==> config.mk <==
export PLATFORM = sky130hd
export DESIGN_NAME = seconds_to_calendar_date
export DESIGN_NICKNAME = d
export VERILOG_FILES = /design/src/rtl/core/s2cd_pkg.sv /design/src/rtl/core/s2cd_div_day.sv /design/src/rtl/core/s2cd_split.sv /design/src/rtl/core/s2cd_date.sv /design/src/rtl/core/seconds_to_calendar_date.sv
export SDC_FILE = /design/constraint.sdc
export NUM_CORES = 1
export LEC_CHECK = 0
export CORE_UTILIZATION = 27
export CTS_CLUSTER_SIZE = 25
export DETAILED_ROUTE_END_ITERATION = 10
export DONT_BUFFER_PORTS = 1
export SYNTH_ARGS = -nofsm -noshare
export SYNTH_HDL_FRONTEND = slang
export SYNTH_SLANG_ARGS = --single-unit
==> constraint.sdc <==
create_clock -name i_clk -period 10.58 [get_ports i_clk]
set_clock_uncertainty 0.05 [all_clocks]
set_input_delay 1.058 -clock i_clk [delete_from_list [all_inputs] [get_ports i_clk]]
set_output_delay 1.058 -clock i_clk [all_outputs]
set_load 0.01 [all_outputs]
==> src/rtl/core/s2cd_pkg.sv <==
// ----------------------------------------------------------------------------
// s2cd_pkg
// Constants, types and calendar tables for the seconds to calendar date block.
// ----------------------------------------------------------------------------
package s2cd_pkg;

    localparam int unsigned SEC_W     = 32;
    localparam int unsigned DAY_SHIFT = 7;
    localparam int unsigned Q_W       = SEC_W - DAY_SHIFT;
    localparam int unsigned DAYS_W    = 16;
    localparam int unsigned TOD_W     = 17;

    // 86400 = 128 * 675, floor(q / 675) = (q * RECIP_675) >> 36 for q < 2**25
    localparam logic [26:0] RECIP_675   = 27'd101806633;
    localparam int unsigned SH_675      = 36;
    localparam logic [9:0]  DIV_675     = 10'd675;

    // floor(d / 1461) = (d * RECIP_1461) >> 28 for d < 2**16
    localparam logic [17:0] RECIP_1461  = 18'd183735;
    localparam int unsigned SH_1461     = 28;
    localparam logic [10:0] DAYS_QUAD   = 11'd1461;

    // 3600 = 16 * 225, floor(t / 225) = (t * RECIP_225) >> 22 for t < 2**13
    localparam logic [14:0] RECIP_225   = 15'd18642;
    localparam int unsigned SH_225      = 22;
    localparam logic [11:0] SECS_HOUR   = 12'd3600;

    // 60 = 4 * 15, floor(t / 15) = (t * RECIP_15) >> 16 for t < 2**10
    localparam logic [12:0] RECIP_15    = 13'd4370;
    localparam int unsigned SH_15       = 16;
    localparam logic [5:0]  SECS_MIN    = 6'd60;

    localparam logic [15:0] DAYS_TOTAL  = 16'd36525;
    localparam logic [11:0] FIRST_YEAR  = 12'd2000;
    localparam logic [10:0] YEAR1_END   = 11'd366;
    localparam logic [10:0] YEAR2_END   = 11'd731;
    localparam logic [10:0] YEAR3_END   = 11'd1096;
    localparam logic [1:0]  YQ_LEAP     = 2'd0;
    localparam logic [3:0]  FEB         = 4'd2;
    localparam int unsigned MONTHS      = 12;

    typedef struct packed {
        logic [3:0] month;
        logic [4:0] day;
    } t_md;

    typedef struct packed {
        logic en;
    } t_pipe_ctl;

    // first day of year of each month, common year, index 0 is january
    function automatic logic [8:0] month_start(input logic [3:0] idx);
        logic [8:0] v;
        unique case (idx)
            4'd0:    v = 9'd0;
            4'd1:    v = 9'd31;
            4'd2:    v = 9'd59;
            4'd3:    v = 9'd90;
            4'd4:    v = 9'd120;
            4'd5:    v = 9'd151;
            4'd6:    v = 9'd181;
            4'd7:    v = 9'd212;
            4'd8:    v = 9'd243;
            4'd9:    v = 9'd273;
            4'd10:   v = 9'd304;
            4'd11:   v = 9'd334;
            default: v = 9'd0;
        endcase
        return v;
    endfunction

    function automatic logic [8:0] month_first(input logic [3:0] idx, input logic leap);
        logic [8:0] v;
        v = month_start(idx);
        if (leap && idx >= FEB) begin
            v = v + 9'd1;
        end
        return v;
    endfunction

    function automatic t_md month_day(input logic [8:0] doy, input logic leap);
        t_md        res;
        logic [3:0] cnt;
        logic [8:0] base;
        cnt = 4'd0;
        for (int i = 1; i < MONTHS; i++) begin
            if (doy >= month_first(4'(i), leap)) begin
                cnt = cnt + 4'd1;
            end
        end
        base      = month_first(cnt, leap);
        res.month = cnt + 4'd1;
        res.day   = 5'(doy - base) + 5'd1;
        return res;
    endfunction

endpackage

==> src/rtl/core/s2cd_div_day.sv <==
// ----------------------------------------------------------------------------
// s2cd_div_day
// Splits the second count into whole days and second of day in two stages.
// ----------------------------------------------------------------------------
module s2cd_div_day (
    input  logic                          i_clk,
    input  logic                          i_rst_n,
    input  s2cd_pkg::t_pipe_ctl           i_ctl,
    input  logic                          i_vld,
    input  logic [s2cd_pkg::SEC_W-1:0]    i_secs,
    output logic                          o_vld,
    output logic [s2cd_pkg::DAYS_W-1:0]   o_days,
    output logic [s2cd_pkg::TOD_W-1:0]    o_tod
);

    logic                               r_a_vld;
    logic [51:0]                        r_a_prod;
    logic [s2cd_pkg::Q_W-1:0]           r_a_q;
    logic [s2cd_pkg::DAY_SHIFT-1:0]     r_a_lo;
    logic                               r_b_vld;
    logic [s2cd_pkg::DAYS_W-1:0]        r_b_days;
    logic [s2cd_pkg::TOD_W-1:0]         r_b_tod;

    logic [s2cd_pkg::Q_W-1:0]           n_q;
    logic [51:0]                        n_prod;
    logic [s2cd_pkg::DAYS_W-1:0]        n_days;
    logic [25:0]                        n_back;
    logic [9:0]                         n_rem;

    assign n_q    = i_secs[s2cd_pkg::SEC_W-1:s2cd_pkg::DAY_SHIFT];
    assign n_prod = 52'(n_q) * 52'(s2cd_pkg::RECIP_675);
    assign n_days = r_a_prod[s2cd_pkg::SH_675 +: s2cd_pkg::DAYS_W];
    assign n_back = 26'(n_days) * 26'(s2cd_pkg::DIV_675);
    assign n_rem  = 10'(r_a_q - n_back[s2cd_pkg::Q_W-1:0]);

    always_ff @(posedge i_clk) begin
        if (!i_rst_n) begin
            r_a_vld <= 1'b0;
            r_b_vld <= 1'b0;
        end else if (i_ctl.en) begin
            r_a_vld <= i_vld;
            r_b_vld <= r_a_vld;
        end
    end

    always_ff @(posedge i_clk) begin
        if (i_ctl.en) begin
            r_a_prod <= n_prod;
            r_a_q    <= n_q;
            r_a_lo   <= i_secs[s2cd_pkg::DAY_SHIFT-1:0];
            r_b_days <= n_days;
            r_b_tod  <= {n_rem, r_a_lo};
        end
    end

    assign o_vld  = r_b_vld;
    assign o_days = r_b_days;
    assign o_tod  = r_b_tod;

endmodule

==> src/rtl/core/s2cd_split.sv <==
// ----------------------------------------------------------------------------
// s2cd_split
// Splits days into four-year cycles and second of day into hours.
// ----------------------------------------------------------------------------
module s2cd_split (
    input  logic                          i_clk,
    input  logic                          i_rst_n,
    input  s2cd_pkg::t_pipe_ctl           i_ctl,
    input  logic                          i_vld,
    input  logic [s2cd_pkg::DAYS_W-1:0]   i_days,
    input  logic [s2cd_pkg::TOD_W-1:0]    i_tod,
    output logic                          o_vld,
    output logic [5:0]                    o_quad,
    output logic [10:0]                   o_qday,
    output logic [4:0]                    o_hour,
    output logic [11:0]                   o_rem_hour,
    output logic                          o_oor
);

    logic                               r_c_vld;
    logic [33:0]                        r_c_qprod;
    logic [27:0]                        r_c_hprod;
    logic [s2cd_pkg::DAYS_W-1:0]        r_c_days;
    logic [s2cd_pkg::TOD_W-1:0]         r_c_tod;
    logic                               r_c_oor;
    logic                               r_d_vld;
    logic [5:0]                         r_d_quad;
    logic [10:0]                        r_d_qday;
    logic [4:0]                         r_d_hour;
    logic [11:0]                        r_d_rem;
    logic                               r_d_oor;

    logic [33:0]                        n_qprod;
    logic [27:0]                        n_hprod;
    logic [5:0]                         n_quad;
    logic [4:0]                         n_hour;
    logic [16:0]                        n_qback;
    logic [16:0]                        n_hback;

    assign n_qprod = 34'(i_days) * 34'(s2cd_pkg::RECIP_1461);
    assign n_hprod = 28'(i_tod[s2cd_pkg::TOD_W-1:4]) * 28'(s2cd_pkg::RECIP_225);
    assign n_quad  = r_c_qprod[s2cd_pkg::SH_1461 +: 6];
    assign n_hour  = r_c_hprod[s2cd_pkg::SH_225 +: 5];
    assign n_qback = 17'(n_quad) * 17'(s2cd_pkg::DAYS_QUAD);
    assign n_hback = 17'(n_hour) * 17'(s2cd_pkg::SECS_HOUR);

    always_ff @(posedge i_clk) begin
        if (!i_rst_n) begin
            r_c_vld <= 1'b0;
            r_d_vld <= 1'b0;
        end else if (i_ctl.en) begin
            r_c_vld <= i_vld;
            r_d_vld <= r_c_vld;
        end
    end

    always_ff @(posedge i_clk) begin
        if (i_ctl.en) begin
            r_c_qprod <= n_qprod;
            r_c_hprod <= n_hprod;
            r_c_days  <= i_days;
            r_c_tod   <= i_tod;
            r_c_oor   <= (i_days >= s2cd_pkg::DAYS_TOTAL);
            r_d_quad  <= n_quad;
            r_d_qday  <= 11'(r_c_days - n_qback[15:0]);
            r_d_hour  <= n_hour;
            r_d_rem   <= 12'(r_c_tod - n_hback);
            r_d_oor   <= r_c_oor;
        end
    end

    assign o_vld      = r_d_vld;
    assign o_quad     = r_d_quad;
    assign o_qday     = r_d_qday;
    assign o_hour     = r_d_hour;
    assign o_rem_hour = r_d_rem;
    assign o_oor      = r_d_oor;

endmodule

==> src/rtl/core/s2cd_date.sv <==
// ----------------------------------------------------------------------------
// s2cd_date
// Finds year, month and day, minute and second, and registers the result.
// ----------------------------------------------------------------------------
module s2cd_date (
    input  logic                   i_clk,
    input  logic                   i_rst_n,
    input  s2cd_pkg::t_pipe_ctl    i_ctl,
    input  logic                   i_vld,
    input  logic [5:0]             i_quad,
    input  logic [10:0]            i_qday,
    input  logic [4:0]             i_hour,
    input  logic [11:0]            i_rem_hour,
    input  logic                   i_oor,
    output logic                   o_vld,
    output logic [11:0]            o_year,
    output logic [3:0]             o_month,
    output logic [4:0]             o_day,
    output logic [4:0]             o_hour,
    output logic [5:0]             o_minute,
    output logic [5:0]             o_second,
    output logic                   o_oor
);

    logic           r_e_vld;
    logic [11:0]    r_e_year;
    logic [8:0]     r_e_doy;
    logic           r_e_leap;
    logic [22:0]    r_e_mprod;
    logic [11:0]    r_e_rem;
    logic [4:0]     r_e_hour;
    logic           r_e_oor;
    logic           r_f_vld;
    logic [11:0]    r_f_year;
    logic [3:0]     r_f_month;
    logic [4:0]     r_f_day;
    logic [4:0]     r_f_hour;
    logic [5:0]     r_f_minute;
    logic [5:0]     r_f_second;
    logic           r_f_oor;

    logic [1:0]     n_yq;
    logic [10:0]    n_ybase;
    logic [22:0]    n_mprod;
    logic [5:0]     n_minute;
    logic [11:0]    n_mback;
    s2cd_pkg::t_md  n_md;

    always_comb begin
        priority if (i_qday < s2cd_pkg::YEAR1_END) begin
            n_yq    = 2'd0;
            n_ybase = 11'd0;
        end else if (i_qday < s2cd_pkg::YEAR2_END) begin
            n_yq    = 2'd1;
            n_ybase = s2cd_pkg::YEAR1_END;
        end else if (i_qday < s2cd_pkg::YEAR3_END) begin
            n_yq    = 2'd2;
            n_ybase = s2cd_pkg::YEAR2_END;
        end else begin
            n_yq    = 2'd3;
            n_ybase = s2cd_pkg::YEAR3_END;
        end
    end

    assign n_mprod  = 23'(i_rem_hour[11:2]) * 23'(s2cd_pkg::RECIP_15);
    assign n_minute = r_e_mprod[s2cd_pkg::SH_15 +: 6];
    assign n_mback  = 12'(n_minute) * 12'(s2cd_pkg::SECS_MIN);
    assign n_md     = s2cd_pkg::month_day(r_e_doy, r_e_leap);

    always_ff @(posedge i_clk) begin
        if (!i_rst_n) begin
            r_e_vld <= 1'b0;
            r_f_vld <= 1'b0;
        end else if (i_ctl.en) begin
            r_e_vld <= i_vld;
            r_f_vld <= r_e_vld;
        end
    end

    always_ff @(posedge i_clk) begin
        if (i_ctl.en) begin
            r_e_year   <= s2cd_pkg::FIRST_YEAR + {4'd0, i_quad, n_yq};
            r_e_doy    <= 9'(i_qday - n_ybase);
            r_e_leap   <= (n_yq == s2cd_pkg::YQ_LEAP);
            r_e_mprod  <= n_mprod;
            r_e_rem    <= i_rem_hour;
            r_e_hour   <= i_hour;
            r_e_oor    <= i_oor;
            r_f_year   <= r_e_oor ? 12'd0 : r_e_year;
            r_f_month  <= r_e_oor ? 4'd0 : n_md.month;
            r_f_day    <= r_e_oor ? 5'd0 : n_md.day;
            r_f_hour   <= r_e_hour;
            r_f_minute <= n_minute;
            r_f_second <= 6'(r_e_rem - n_mback);
            r_f_oor    <= r_e_oor;
        end
    end

    assign o_vld    = r_f_vld;
    assign o_year   = r_f_year;
    assign o_month  = r_f_month;
    assign o_day    = r_f_day;
    assign o_hour   = r_f_hour;
    assign o_minute = r_f_minute;
    assign o_second = r_f_second;
    assign o_oor    = r_f_oor;

endmodule

==> src/rtl/core/seconds_to_calendar_date.sv <==
// ----------------------------------------------------------------------------
// seconds_to_calendar_date
// Converts seconds since 2000-01-01 00:00:00 into Gregorian date and time.
//
// One input channel (i_valid / o_ready, i_elapsed_seconds) and one output
// channel (o_valid / i_ready, year to second plus o_out_of_range), each word
// moving when valid and ready are both high. Every input word gives exactly
// one output word, in order.
// A new word is taken every cycle while the output is not stalled; the block
// is a six-stage pipeline (day split, day remainder, year-cycle and hour
// products, their remainders, year and minute, month and second).
// When the receiver holds i_ready low with a word waiting, the whole pipeline
// holds and o_ready falls; nothing is dropped or repeated, and the empty
// pipeline keeps taking words.
// Reset clears all valid bits; the block then accepts at once.
// Counts at or past the end of 2099 raise o_out_of_range with year, month
// and day at zero; hour, minute and second still give the time of day.
// ----------------------------------------------------------------------------
module seconds_to_calendar_date (
    input  logic         i_clk,
    input  logic         i_rst_n,
    input  logic         i_valid,
    output logic         o_ready,
    input  logic [31:0]  i_elapsed_seconds,
    output logic         o_valid,
    input  logic         i_ready,
    output logic [11:0]  o_year,
    output logic [3:0]   o_month,
    output logic [4:0]   o_day,
    output logic [4:0]   o_hour,
    output logic [5:0]   o_minute,
    output logic [5:0]   o_second,
    output logic         o_out_of_range
);

    s2cd_pkg::t_pipe_ctl            ctl;
    logic                           day_vld;
    logic [s2cd_pkg::DAYS_W-1:0]    day_days;
    logic [s2cd_pkg::TOD_W-1:0]     day_tod;
    logic                           spl_vld;
    logic [5:0]                     spl_quad;
    logic [10:0]                    spl_qday;
    logic [4:0]                     spl_hour;
    logic [11:0]                    spl_rem;
    logic                           spl_oor;

    assign ctl.en  = !o_valid || i_ready;
    assign o_ready = ctl.en;

    s2cd_div_day u_div_day (
        .i_clk   (i_clk),
        .i_rst_n (i_rst_n),
        .i_ctl   (ctl),
        .i_vld   (i_valid),
        .i_secs  (i_elapsed_seconds),
        .o_vld   (day_vld),
        .o_days  (day_days),
        .o_tod   (day_tod)
    );

    s2cd_split u_split (
        .i_clk      (i_clk),
        .i_rst_n    (i_rst_n),
        .i_ctl      (ctl),
        .i_vld      (day_vld),
        .i_days     (day_days),
        .i_tod      (day_tod),
        .o_vld      (spl_vld),
        .o_quad     (spl_quad),
        .o_qday     (spl_qday),
        .o_hour     (spl_hour),
        .o_rem_hour (spl_rem),
        .o_oor      (spl_oor)
    );

    s2cd_date u_date (
        .i_clk      (i_clk),
        .i_rst_n    (i_rst_n),
        .i_ctl      (ctl),
        .i_vld      (spl_vld),
        .i_quad     (spl_quad),
        .i_qday     (spl_qday),
        .i_hour     (spl_hour),
        .i_rem_hour (spl_rem),
        .i_oor      (spl_oor),
        .o_vld      (o_valid),
        .o_year     (o_year),
        .o_month    (o_month),
        .o_day      (o_day),
        .o_hour     (o_hour),
        .o_minute   (o_minute),
        .o_second   (o_second),
        .o_oor      (o_out_of_range)
    );

    a_oor_zero: assert property (@(posedge i_clk) disable iff (!i_rst_n)
        o_valid && o_out_of_range |-> o_year == 12'd0 && o_month == 4'd0 && o_day == 5'd0)
        else $error("out of range word carries a date");

    a_date_legal: assert property (@(posedge i_clk) disable iff (!i_rst_n)
        o_valid && !o_out_of_range |-> o_month >= 4'd1 && o_month <= 4'd12
            && o_day >= 5'd1 && o_year >= 12'd2000 && o_year <= 12'd2099)
        else $error("date field out of range");

    a_time_legal: assert property (@(posedge i_clk) disable iff (!i_rst_n)
        o_valid |-> o_hour < 5'd24 && o_minute < 6'd60 && o_second < 6'd60)
        else $error("time field out of range");

    a_reset_empty: assert property (@(posedge i_clk)
        !i_rst_n |=> !o_valid)
        else $error("valid word after reset");

    a_stall_ready: assert property (@(posedge i_clk) disable iff (!i_rst_n)
        o_valid && !i_ready |-> !o_ready)
        else $error("pipeline advances while output stalled");

endmodule
==> out/metrics.yaml, run 1 <==
crit_path_end_kind: "register"
violations: "DRC"
whs_endpoint: "u_div_day.o_tod[1]"
synth_top_area_share_pct: 28.25
synth-edff-count: 213
antenna_left: 0
worstHoldPathCells: 0
clockBufferDepth: 3
grt_pass1_wl_um: 92580
drt_iter0_drc: 609
drive_gt1_share_pct: 4.636
r2r_start: "u_date.r_e_leap"
yosysTopAreaCell: "ha_1"
coreArea_mm2: 0.1059
yosysUniqueCellTypes: 76
port_buffers: 0
gp_congestion: 0.8433
fp-row-count: 119
post-route-util_pct: 30.10
rrSetupSlack_ns: 0.47
dieHeight_um: 329.5
gr-usage-all-layers_pct: 10.57
dieArea_mm2: 0.1086
crit_fanout: 7
via_count: 17100
worstPathRequired_ns: 10.95
netlist_instances: 2548
synth_ff_type: "edfxtp_1"
firstDrtPassIters: 8
cts_made_buffers: 28
synth_area_leaders: "ha_1 (28%), fa_1 (25%), edfxtp_1 (22%)"
cts_tree: "built"
slew_viol_final: 0
synthesis.area_mm2: 0.02896
r2r-end: "u_date.o_day[4]"
fin_nets: 3645
viasPerCell: 4.273
max_stage_delay_ns: 0.43
drc_errors: 1
fmax_mhz: 98.87
worstSetupPathType: "register to register"
min_period_over_period_pct: 95.59
wire_per_inst_um: 13.83
hold_start: "u_div_day.r_a_lo[1]"
htreeDepth: 1
timing.final.crit_period_ns: 10.11
grt_pass1_vias: 18300
start_util_pct: 27.36
postRouteWirelength_um: 55340
max_slew_margin_pct: 35.41
areaGrowthSynthToFinish_pct: 10.04
clk_latency_ns: 0.57
reg2regPathDepth: 50
drv_cap: 0
synthTopCellsByCount: "ha_1 (654), inv_1 (634), fa_1 (365)"
die_x_um: 329.5
status: "finished, violations left"
final-hold-violation-count: 0
synth-seq-area-share_pct: 22.50
path_clk_slew_ns: 0.06
worst_slew_pin_slew_ns: 0.9689
synth_warnings: 0
cts_sinks: 219
hpwl_um: 46200
synth.most_common_cell: "ha_1"
syn_avg_cell_area_um2: 11.37
ys_ff_latch: 219
pin_count: 77
cts_hold_buf: 0
synthArstFlopShare_pct: 0
start_kind: "register"
finalSetupViolations: 0
cpMostUsedCell: "ha_1"
hp-class: "register to register"
overflow: 0
antenna_cells: 0
fillCellCount: 10830
antenna_found_initial: 0
synth_nets: 3603
crit_arrival_ns: 10.49
clockRootBuffer: "clkbuf_16"
cp_slowest_cell: "or4_4"
grt_start_max_net_pins: 73
## area by class of cell
cell class | instances | area (µm²) | share of cell area (%)
well taps | 1391 | 1740 | 5.461
clock inverters | 15 | 111.4 | 0.3494
inverters | 636 | 2390 | 7.499
repair buffers | 30 | 229.0 | 0.7185
clock buffers | 35 | 789.5 | 2.477
flip-flops and latches | 219 | 6516 | 20.45
multi-input cells | 1675 | 20090 | 63.05
## metal layers
metal / GRT usage (%) / wire, µm / vias to the layer above
met3: 1.746 / 2271 / 64
met4: 1.983 / 959 / 0
met1: 14.05 / 25940 / 8297
li1: - / - / 8467
met5: 0 / 0 / -
met2: 18.06 / 26170 / 268
## per-stage QoR
stage | worst slack [ns] | instance area [µm²] | setup TNS, ns | instances | hold slack [ns]
after global placement | 0.09260 | 30780 | 0 | 3942 | 0.3510
after global routing | -0.05891 | 31870 | -0.05891 | 4001 | 0.3726
after CTS | 0.04459 | 31710 | 0 | 3992 | 0.3665
after floorplan | 0.03673 | 28970 | 0 | 2548 | 0.3503
final | 0.4662 | 31870 | 0 | 4001 | 0.3639
after detailed placement | -0.1077 | 30780 | -0.1077 | 3942 | 0.3545
## cells in the final DEF (no fill, tap or decap), types with 12 or more instances in the layout
cell         n
ha_1       652
inv_1      632
fa_1       365
edfxtp_1   213
xnor2_1     83
a21oi_1     74
a21o_1      57
nand2_1     49
xor2_1      39
nor2b_1     39
nor2_1      38
o21ai_0     35
clkbuf_16   30
buf_4       29
o21bai_1    21
nand3_1     19
nand4_1     15
nand2b_1    13
nor3_1      12
## state kept, by name, indices dropped and copies added (netlist names), 6 cells and up
name and flops:
u_div_day.r_a_q 10, u_date.o_second 6, u_split.o_rem_hour 12, u_split.r_c_qprod 6, u_date.o_minute 6, u_date.r_e_mprod 6, u_div_day.r_a_prod 16, u_split.r_c_tod 12
u_div_day.o_tod 17, u_split.o_qday 11, u_date.r_e_rem 6, u_split.r_c_days 11, u_date.r_e_year 11, u_date.o_year 11, u_date.r_e_doy 9, u_split.o_quad 6
u_div_day.o_days 16, u_div_day.r_a_lo 7
## worst max-delay path: cells and delay by family, from the launching register on
family / cells / cell delay (ns)
AO/OA/AOI/OAI: 15 / 2.60
multiplexers: 4 / 0.81
XOR/XNOR: 2 / 0.29
flip-flops: 1 / 0.40
AND/OR/NAND/NOR: 10 / 1.77
adder cells (fa/ha/maj): 13 / 3.45
buffers and inverters: 6 / 0.54
## worst max-delay path by stage
stage                               start  slack [ns]         endpoint  depth (start not counted)
after floorplan           u_date.r_e_leap        0.04  u_date.o_day[4]                         49
after global placement    u_date.r_e_leap        0.09  u_date.o_day[4]                         48
after detailed placement  u_date.r_e_leap       -0.11  u_date.o_day[4]                         48
after CTS                 u_date.r_e_leap        0.04  u_date.o_day[4]                         50
after global routing      u_date.r_e_leap       -0.06  u_date.o_day[4]                         51
final                     u_date.r_e_leap        0.47  u_date.o_day[4]                         50
## cells by family after synthesis
logic type / Yosys count / synth area share (%)
buf+inv: 654 / 8.580
fa+ha+maj: 1019 / 53.48
simple gates: 234 / 4.346
xor+xnor: 126 / 4.005
compound gates: 283 / 6.627
mux: 13 / 0.4580
flops: 219 / 22.50
## what timing repair did
item,CTS,global route
hold endpoints to repair,0,0
setup endpoints to repair,1,3
pin swaps,1,14
resized for setup,6,22
buffers inserted,0,9
Power of run 1 is not shown: default switching activity piles up to over one toggle a cycle in this logic, so the estimate is an artifact.
==> run 2: changes to the inputs <==
--- a/config.mk
+++ b/config.mk
@@ -9,6 +9,7 @@
 export CTS_CLUSTER_SIZE = 25
 export DETAILED_ROUTE_END_ITERATION = 10
 export DONT_BUFFER_PORTS = 1
+export REMOVE_ABC_BUFFERS = 1
 export SYNTH_ARGS = -nofsm -noshare
 export SYNTH_HDL_FRONTEND = slang
 export SYNTH_SLANG_ARGS = --single-unit
==> run 2 against run 1 <==
  * Worst hold slack better by 0.0026 ns
  * Maximum frequency decreased by 1.3%
  * Non-clock buffer count increased by 4
  * Highest routed layer is now met5
  * First-iteration DRC count grew 1.3%
  * Sequential cell count is the same
  * Cell area up 0.82%
  * Clock-buffer cell count shrank 6
  * Sequential share of layout area is 0.17 points lower
  * Worst setup slack got worse by 0.13 ns
  * The run now ends clean
==> out/metrics.yaml, run 2 (synthesis results as in run 1) <==
status: "complete, no violations"
fillCellCount: 10750  # -0.76%
setup_tns_ns: 0  # unchanged
overflow: 0  # unchanged
timing.final.crit_period_ns: 10.25  # +0.1339 ns
gr-usage-met2_pct: 18.60  # +0.53 points
grt_util_met3_pct: 1.644  # -0.10 points
via_count: 17080  # -0.082%
final-hold-violation-count: 0  # unchanged
drt_iter0_drc: 617  # +1.3%
use_met1_pct: 13.75  # -0.29 points
slew_viol_final: 0  # unchanged
r2r_start: "u_date.r_e_leap"
dieArea_mm2: 0.1086  # unchanged
antenna_found_initial: 1  # +1
worstSetupPathType: "register to register"
gr-usage-all-layers_pct: 10.64  # +0.075 points
grt.busiest_layer: "met2"
crit_arrival_ns: 10.61  # +0.12 ns
path_clk_slew_ns: 0.06  # about the same
gp_congestion: 0.8468  # +0.42%
max_stage_delay_ns: 0.54  # +0.11 ns
viasPerCell: 4.263  # -0.23%
hp-class: "register to register"
coreArea_mm2: 0.1059  # unchanged
r2r-end: "u_date.o_day[4]"
place_area_mm2: 0.03078  # about the same
hold_start: "u_div_day.r_a_prod[46]"
pin_count: 77  # unchanged
min_period_over_period_pct: 96.86  # +1.3 points
wire_per_inst_um: 13.99  # +1.2%
grt_start_max_net_pins: 80  # +9.6%
design_area_mm2: 0.03213  # +0.82%
firstDrtPassIters: 5  # -3
clockBufferDepth: 3  # unchanged
areaGrowthSynthToFinish_pct: 10.94
reg2regPathDepth: 51  # +2.0%
cp_slowest_cell: "or4_4"
worstHoldPathCells: 0  # unchanged
postRouteWirelength_um: 56060  # +1.3%
start_util_pct: 27.36  # unchanged
hpwl_um: 46680  # +1.0%
cts_made_buffers: 28  # unchanged
clockRootBuffer: "clkbuf_16"
fp-row-count: 119  # unchanged
most-common-layout-cells: "ha_1 (645), inv_1 (630), fa_1 (365)"
grt_pass1_wl_um: 93030  # +0.48%
dieHeight_um: 329.5  # unchanged
cts_tree: "built"
drive_gt1_share_pct: 5.543  # +0.91 points
drv_cap: 0  # unchanged
finalSetupViolations: 0  # unchanged
antenna_cells: 0  # unchanged
crit_path_end_kind: "register"
cts_hold_buf: 0  # unchanged
port_buffers: 0  # unchanged
die_x_um: 329.5  # unchanged
whs_endpoint: "u_div_day.o_days[10]"
antenna_left: 0  # unchanged
max_slew_margin_pct: 33.76  # -1.7 points
drc_errors: 0  # -1
fmax_mhz: 97.58  # -1.3%
worstPathRequired_ns: 10.94  # about the same
rrSetupSlack_ns: 0.33  # -0.13 ns
htreeDepth: 1  # unchanged
final_common_cell: "ha_1"
worst_slew_pin_slew_ns: 0.9937  # +0.02481 ns
post-route-util_pct: 30.35  # +0.25 points
crit_fanout: 6  # -1
fin_nets: 3649  # +0.11%
clk_latency_ns: 0.60  # +0.03 ns
largest_reg_flops: 17  # unchanged
start_kind: "register"
cts_sinks: 219  # unchanged
setup.worst_path.start: "u_date.r_e_leap"
grt_pass1_vias: 18320  # +0.076%
==> run 2: cell count changes in the layout (fill, tap and decap cells not counted), moves of 3 or more <==
cell,change
inv_4,-4
o21ai_1,-3
bufinv_16,+4
clkinv_4,+5
clkinv_2,-4
o21ai_2,+3
buf_4,+3
ha_1,-7
ha_4,+7
inv_6,+3
==> run 2: final cells by class <==
class	count	area (µm²)	area share, %
clock buffers	29	704.4	2.192
clock inverters	23	290.3	0.9035
inverters	636	2390	7.438
multi-input cells	1675	20230	62.95
flip-flops and latches	219	6516	20.28
well taps	1391	1740	5.417
repair buffers	34	262.8	0.8178
==> run 2: worst max-delay path by stage <==
stage	endpoint	cells past startpoint
global placement	u_date.o_day[4]	49
detailed placement	u_date.o_day[4]	49
CTS	u_date.o_day[4]	51
global route	u_date.o_day[4]	51
floorplan	u_date.o_day[4]	47
finish	u_date.o_day[4]	51
==> run 2: worst max-delay path: cells and delay by family, from the launching register on <==
| kind | cells | cell delay, ns |
|---|---|---|
| flops | 1 | 0.40 |
| compound gates | 15 | 2.43 |
| fa+ha+maj | 13 | 3.34 |
| mux | 4 | 0.88 |
| simple gates | 11 | 2.06 |
| buf+inv | 6 | 0.60 |
| xor+xnor | 2 | 0.29 |
==> run 2: routing by layer <==
metal | part of all wire, % | routed length, µm | vias up
met2 | 48 | 27060 | 245
met5 | 0.023 | 13 | -
li1 | - | - | 8478
met3 | 4.1 | 2290 | 60
met1 | 46 | 25650 | 8297
met4 | 1.9 | 1047 | 2
==> run 2: what timing repair did <==
| item | 4_1_cts | 5_1_grt |
|---|---|---|
| setup endpoints to repair | 1 | 3 |
| pin swaps | 6 | 29 |
| buffers inserted | 2 | 10 |
| gates resized for setup | 10 | 41 |
==> run 2: metrics by stage <==
step	worst slack [ns]	hold slack [ns]	cells
floorplan	0.1492	0.3503	2530
global placement	0.06036	0.3505	3943
detailed placement	-0.2648	0.3545	3943
CTS	0.04513	0.3686	3997
global route	-0.09276	0.3719	4007
finish	0.3323	0.3665	4007
Power of run 2 is left out for the same reason.
